File: src/rtl/aabb_xf_pkg.sv
// ----------------------------------------------------------------------------
// aabb_xf_pkg
// Shared widths, types and register codes for the box affine transform unit.
// ----------------------------------------------------------------------------
package aabb_xf_pkg;

   localparam int CoordW  = 24;               // signed Q16.8 centre
   localparam int HalfW   = 23;               // unsigned Q15.8 half extent
   localparam int CoefW   = 16;               // signed Q8.8 coefficient
   localparam int FracW   = 8;                // coefficient fraction bits
   localparam int CornerW = CoordW + 1;       // centre +/- half extent
   localparam int ProdW   = CoefW + CornerW;  // full product
   localparam int TermW   = ProdW - FracW;    // product after floor shift
   localparam int SumW    = TermW + 2;        // three terms plus translation
   localparam int AxisN   = 3;
   localparam int RowW    = 4 * CoefW;
   localparam int CsrIdxW = 2;

   localparam logic [RowW-1:0] RowXReset = RowW'(64'd256);
   localparam logic [RowW-1:0] RowYReset = RowW'(64'd1) << 24;
   localparam logic [RowW-1:0] RowZReset = RowW'(64'd1) << 40;

   typedef enum logic [CsrIdxW-1:0] {
      CSR_ROW_X = 2'd0,
      CSR_ROW_Y = 2'd1,
      CSR_ROW_Z = 2'd2
   } csr_index_type;

   typedef logic signed [CornerW-1:0] corner_type;
   typedef logic signed [TermW-1:0]   term_type;
   typedef logic signed [SumW-1:0]    sum_type;
   typedef logic        [RowW-1:0]    row_type;

   typedef struct packed {
      sum_type lo;
      sum_type hi;
   } bound_type;

endpackage

File: src/rtl/aabb_xf_resolve.sv
// ----------------------------------------------------------------------------
// aabb_xf_resolve
// Final stage: halve sum and span of the bounds, saturate, drive the beat.
// ----------------------------------------------------------------------------
module aabb_xf_resolve (
   input  logic                              clock,
   input  logic                              reset,
   input  logic                              valid,
   input  aabb_xf_pkg::bound_type            bound      [aabb_xf_pkg::AxisN],
   output logic                              out_valid,
   output logic signed [aabb_xf_pkg::CoordW-1:0] out_center [aabb_xf_pkg::AxisN],
   output logic        [aabb_xf_pkg::HalfW-1:0]  out_half   [aabb_xf_pkg::AxisN]
);
   import aabb_xf_pkg::*;

   localparam sum_type CtrMax  = SumW'((64'sd1 <<< (CoordW - 1)) - 64'sd1);
   localparam sum_type CtrMin  = -SumW'(64'sd1 <<< (CoordW - 1));
   localparam sum_type HalfMax = SumW'((64'sd1 <<< HalfW) - 64'sd1);

   logic                     valid_ff;
   logic signed [CoordW-1:0] center_ff [AxisN];
   logic        [HalfW-1:0]  half_ff   [AxisN];

   for (genvar a = 0; a < AxisN; a++) begin : g_axis
      logic signed [SumW:0] total;
      logic signed [SumW:0] span;
      sum_type              ctr;
      sum_type              hlf;
      logic signed [CoordW-1:0] center_in;
      logic        [HalfW-1:0]  half_in;

      assign total = (SumW+1)'(bound[a].lo) + (SumW+1)'(bound[a].hi);
      assign span  = (SumW+1)'(bound[a].hi) - (SumW+1)'(bound[a].lo);
      assign ctr   = total[SumW:1];
      assign hlf   = span[SumW:1];

      always_comb begin
         if (ctr > CtrMax) begin
            center_in = CtrMax[CoordW-1:0];
         end else if (ctr < CtrMin) begin
            center_in = CtrMin[CoordW-1:0];
         end else begin
            center_in = ctr[CoordW-1:0];
         end
         if (hlf < 0) begin
            half_in = '0;
         end else if (hlf > HalfMax) begin
            half_in = HalfMax[HalfW-1:0];
         end else begin
            half_in = hlf[HalfW-1:0];
         end
      end

      always_ff @(posedge clock) begin
         center_ff[a] <= center_in;
         half_ff[a]   <= half_in;
      end

      assign out_center[a] = center_ff[a];
      assign out_half[a]   = half_ff[a];
   end

   always_ff @(posedge clock) begin
      if (reset) begin
         valid_ff <= 1'b0;
      end else begin
         valid_ff <= valid;
      end
   end

   assign out_valid = valid_ff;

endmodule

File: config.mk
export PLATFORM = sky130hd
export DESIGN_NAME = aabb_xf_resolve
export DESIGN_NICKNAME = d
export VERILOG_FILES = /design/src/rtl/aabb_xf_pkg.sv /design/src/rtl/aabb_xf_resolve.sv
export SDC_FILE = /design/constraint.sdc
export NUM_CORES = 1
export LEC_CHECK = 0
export ABC_CLOCK_PERIOD_IN_PS = 5000
export BUFFER_PORTS_ARGS = -buffer_cell sky130_fd_sc_hd__buf_2
export CAP_MARGIN = 15
export CELL_PAD_IN_SITES_DETAIL_PLACEMENT = 0
export CELL_PAD_IN_SITES_GLOBAL_PLACEMENT = 1
export CORE_AREA = 2 2 203 205
export CTS_CLUSTER_DIAMETER = 100
export DETAILED_ROUTE_END_ITERATION = 10
export DIE_AREA = 0 0 205 207
export HOLD_SLACK_MARGIN = 0.08
export PLACE_DENSITY = 0.82
export SLEW_MARGIN = 20
export SYNTH_ARGS = -nofsm -noshare
export SYNTH_HDL_FRONTEND = slang
export SYNTH_SLANG_ARGS = --single-unit
File: constraint.sdc
create_clock -name clock -period 5 [get_ports clock]
set_input_delay 1 -clock clock [delete_from_list [all_inputs] [get_ports clock]]
set_output_delay 1 -clock clock [all_outputs]
set_load 0.1 [all_outputs]
==> flow_metrics.env <==
export IMPL_pwr_share_comb=0.570
export IMPL_drive_gt1_frac=0.209
export IMPL_ys_types=96
export IMPL_fp_dieH_um=207
export IMPL_cap_violations=0
export IMPL_hold_ws_ns=0.698
export IMPL_crit_fanout=16
export IMPL_setup_slack_ns=0.519
export IMPL_num_antenna_cells=0
export IMPL_postCtsSetupBuffers=0
export IMPL_synthesis_area_mm2=0.0159
export IMPL_wl_per_cell_um=18.6
export IMPL_gr_total_overflow=0
export IMPL_synth_main_ff_cell="dfxtp_1"
export IMPL_drtIter0Drc=1408
export IMPL_drc=0
export IMPL_synthDominantCellAreaShare=0.178
export IMPL_dp_hpwl_um=47500
export IMPL_core_area_mm2=0.0404
export IMPL_crit_path_start="bound[105]"
export IMPL_yosysTopAreaCell="dfxtp_1"
export IMPL_hold_buffers=0
export IMPL_cp_data_arrival_time_ns=4.87
export IMPL_area_growth_pct=21.5
export IMPL_syn_nets=2612
export IMPL_grt_pass1_wl_um=90300
export IMPL_clkPwrFrac=0.219
export IMPL_status="finished, final reports clean"
export IMPL_dieArea_mm2=0.0424
export IMPL_root_buffer="clkbuf_16"
export IMPL_ys_warn_count=0
export IMPL_dr_pass1_iters=5
export IMPL_netlist_top_cells_area="dfxtp_1 (18%), ha_1 (16%), a21oi_1 (8.5%)"
export IMPL_final_common_cell="buf_2"
export IMPL_fin_area_mm2=0.0194
export IMPL_tightest_slew_ns=0.896
export IMPL_path_class="primary input to register"
export IMPL_p_sw_mw=3.37
export IMPL_most_common_layout_cells="buf_2 (354), a21oi_1 (272), inv_1 (206)"
export IMPL_syn_avg_cell_area_um2=7.28
export IMPL_hold_start="reset"
export IMPL_max_freq_mhz=223
export IMPL_fin_util=0.480
export IMPL_cellLeakagePower_nw=8.89
export IMPL_hold_viol_final=0
export IMPL_clkTransAtPathRegs_ns=0.06
export IMPL_clk_path_buf_depth=2
export IMPL_ctsHtreeMaxLevel=4
export IMPL_ys_seq_area_frac=0.178
export IMPL_numCtsBuffers=17
export IMPL_post_place_ws_ns=0.0833
export IMPL_io_pin_count=355
export IMPL_dr_total_vias=17305
export IMPL_nets=2971
export IMPL_final_antenna_net_count=0
export IMPL_post_route_period_util=0.896
export IMPL_startpoint_type="primary input"
export IMPL_required_ns=5.39
export IMPL_final_setup_tns_ns=0
export IMPL_rsz0062_at_grt="false"
export IMPL_irDropWorstVdd_mv=0.309
export IMPL_grt_pass1_vias=16706
export IMPL_ys_ff_latch=142
export IMPL_cts_sink_count=142
export IMPL_synth_edf_count=0
export IMPL_max_slew_margin_rel=0.401
export IMPL_power_frac_seq=0.212
export IMPL_std_cell_rows=74
export IMPL_slew_viol_final=0
export IMPL_swShare=0.518
export IMPL_port_buffers=354
export IMPL_pwr_density_cell_mw_per_mm2=336
export IMPL_cts_tree="done"
export IMPL_intPower_mw=3.13
export IMPL_place_area_mm2=0.0187
export IMPL_end_kind="register"
export IMPL_synth_cells=2189
export IMPL_synthArstFlopShare=0
export IMPL_grtUsageTotal=0.266
export IMPL_cts_resized=0
export IMPL_antenna_found_initial=0
export IMPL_grt_max_degree=24
export IMPL_vias_per_cell=5.60
export IMPL_hold_class="primary input to register"
export IMPL_gp_congestion=0.956
export IMPL_totalWireLength_um=57600
export IMPL_setup_viol=0
export IMPL_dieWidth_um=205
export IMPL_crit_path_end="center_ff[0][34]$_SDFF_PN1_"
export IMPL_initial_utilization=0.395
export IMPL_fin_crit_ns=4.48
==> power by group through the flow <==
stage          clock network (mW)  registers (mW)  logic [mW]
2_1_floorplan                   0            2.74        1.43
3_3_place_gp                    0            1.40        3.66
3_5_place_dp                    0            1.40        3.66
4_1_cts                      1.45            1.38        3.68
5_1_grt                      1.48            1.39        3.93
6_report                     1.42            1.38        3.70
==> layer usage <==
layer  global-route usage  wire, um
met5                    0         0
met4               0.0903      1570
met3               0.0297      2970
met2                0.448     27100
met1                0.350     26000
==> how the worst min path moves through the flow <==
stage / end / cells past startpoint / slack (ns)
2_1_floorplan: out_valid$_SDFF_PP0_ / 1 / 1.07
3_3_place_gp: out_valid$_SDFF_PP0_ / 2 / 1.18
3_5_place_dp: out_valid$_SDFF_PP0_ / 2 / 1.19
4_1_cts: out_valid$_SDFF_PP0_ / 2 / 0.68
5_1_grt: out_valid$_SDFF_PP0_ / 2 / 0.70
6_report: out_valid$_SDFF_PP0_ / 2 / 0.70
==> critical path: stages <==
cell	delay, ns
buf_2	0.11
and2_1	0.14
fa_1	0.21
nor2b_1	0.23
o311ai_0	0.15
buf_4	0.17
a2111oi_2	0.61
o21ai_0	0.32
o211ai_1	0.28
o21ai_0	0.15
xnor2_1	0.23
nand2_1	0.08
or4b_1	0.51
o21a_2	0.31
buf_12	0.19
o21ai_1	0.17
==> cell type report <==
type	instances	area, um2
Timing Repair Buffer	448	2580
Multi-Input combinational cell	1723	11800
Sequential cell	142	2840
Clock buffer	19	443
Tap cell	532	666
Inverter	216	811
Clock inverter	12	184
Fill cell	4116	21000
==> logic make-up after synthesis <==
logic type	share of synthesized area
AOI/OAI and AO/OA	0.290
and+or+nand+nor	0.186
buffers and inverters	0.0811
adders and majority gates	0.168
xor gates and xnor gates	0.0901
DFF	0.178
muxes	0.00706
==> registers in the layout (all words and copies together), names as in the netlist <==
name and cells:
half_ff 69, center_ff 72, out_valid 1
==> through the flow <==
step                      cells  total power, mW
final                      3092             6.50
after global routing       3092             6.80
after global placement     3061             5.06
after CTS                  3092             6.51
after detailed placement   3061             5.06
after floorplan            2189             4.17
==> cell usage after synthesis, types with 22 or more instances <==
library cell and count:
o21bai_1 34, nand2b_1 26, nor2b_1 37, nor3_1 71
xor2_1 23, a211oi_1 24, nor4_1 31, inv_1 206
o21ai_1 36, xnor2_1 141, a21oi_1 272, o31ai_1 40
buf_2 29, dfxtp_1 142, nor2_1 183, nand3_1 42
a21o_1 35, clkbuf_1 68, nand2_1 112, o21ai_0 134
o211ai_1 25, nand4_1 22, ha_1 204
(Power assumes the default switching activity.)
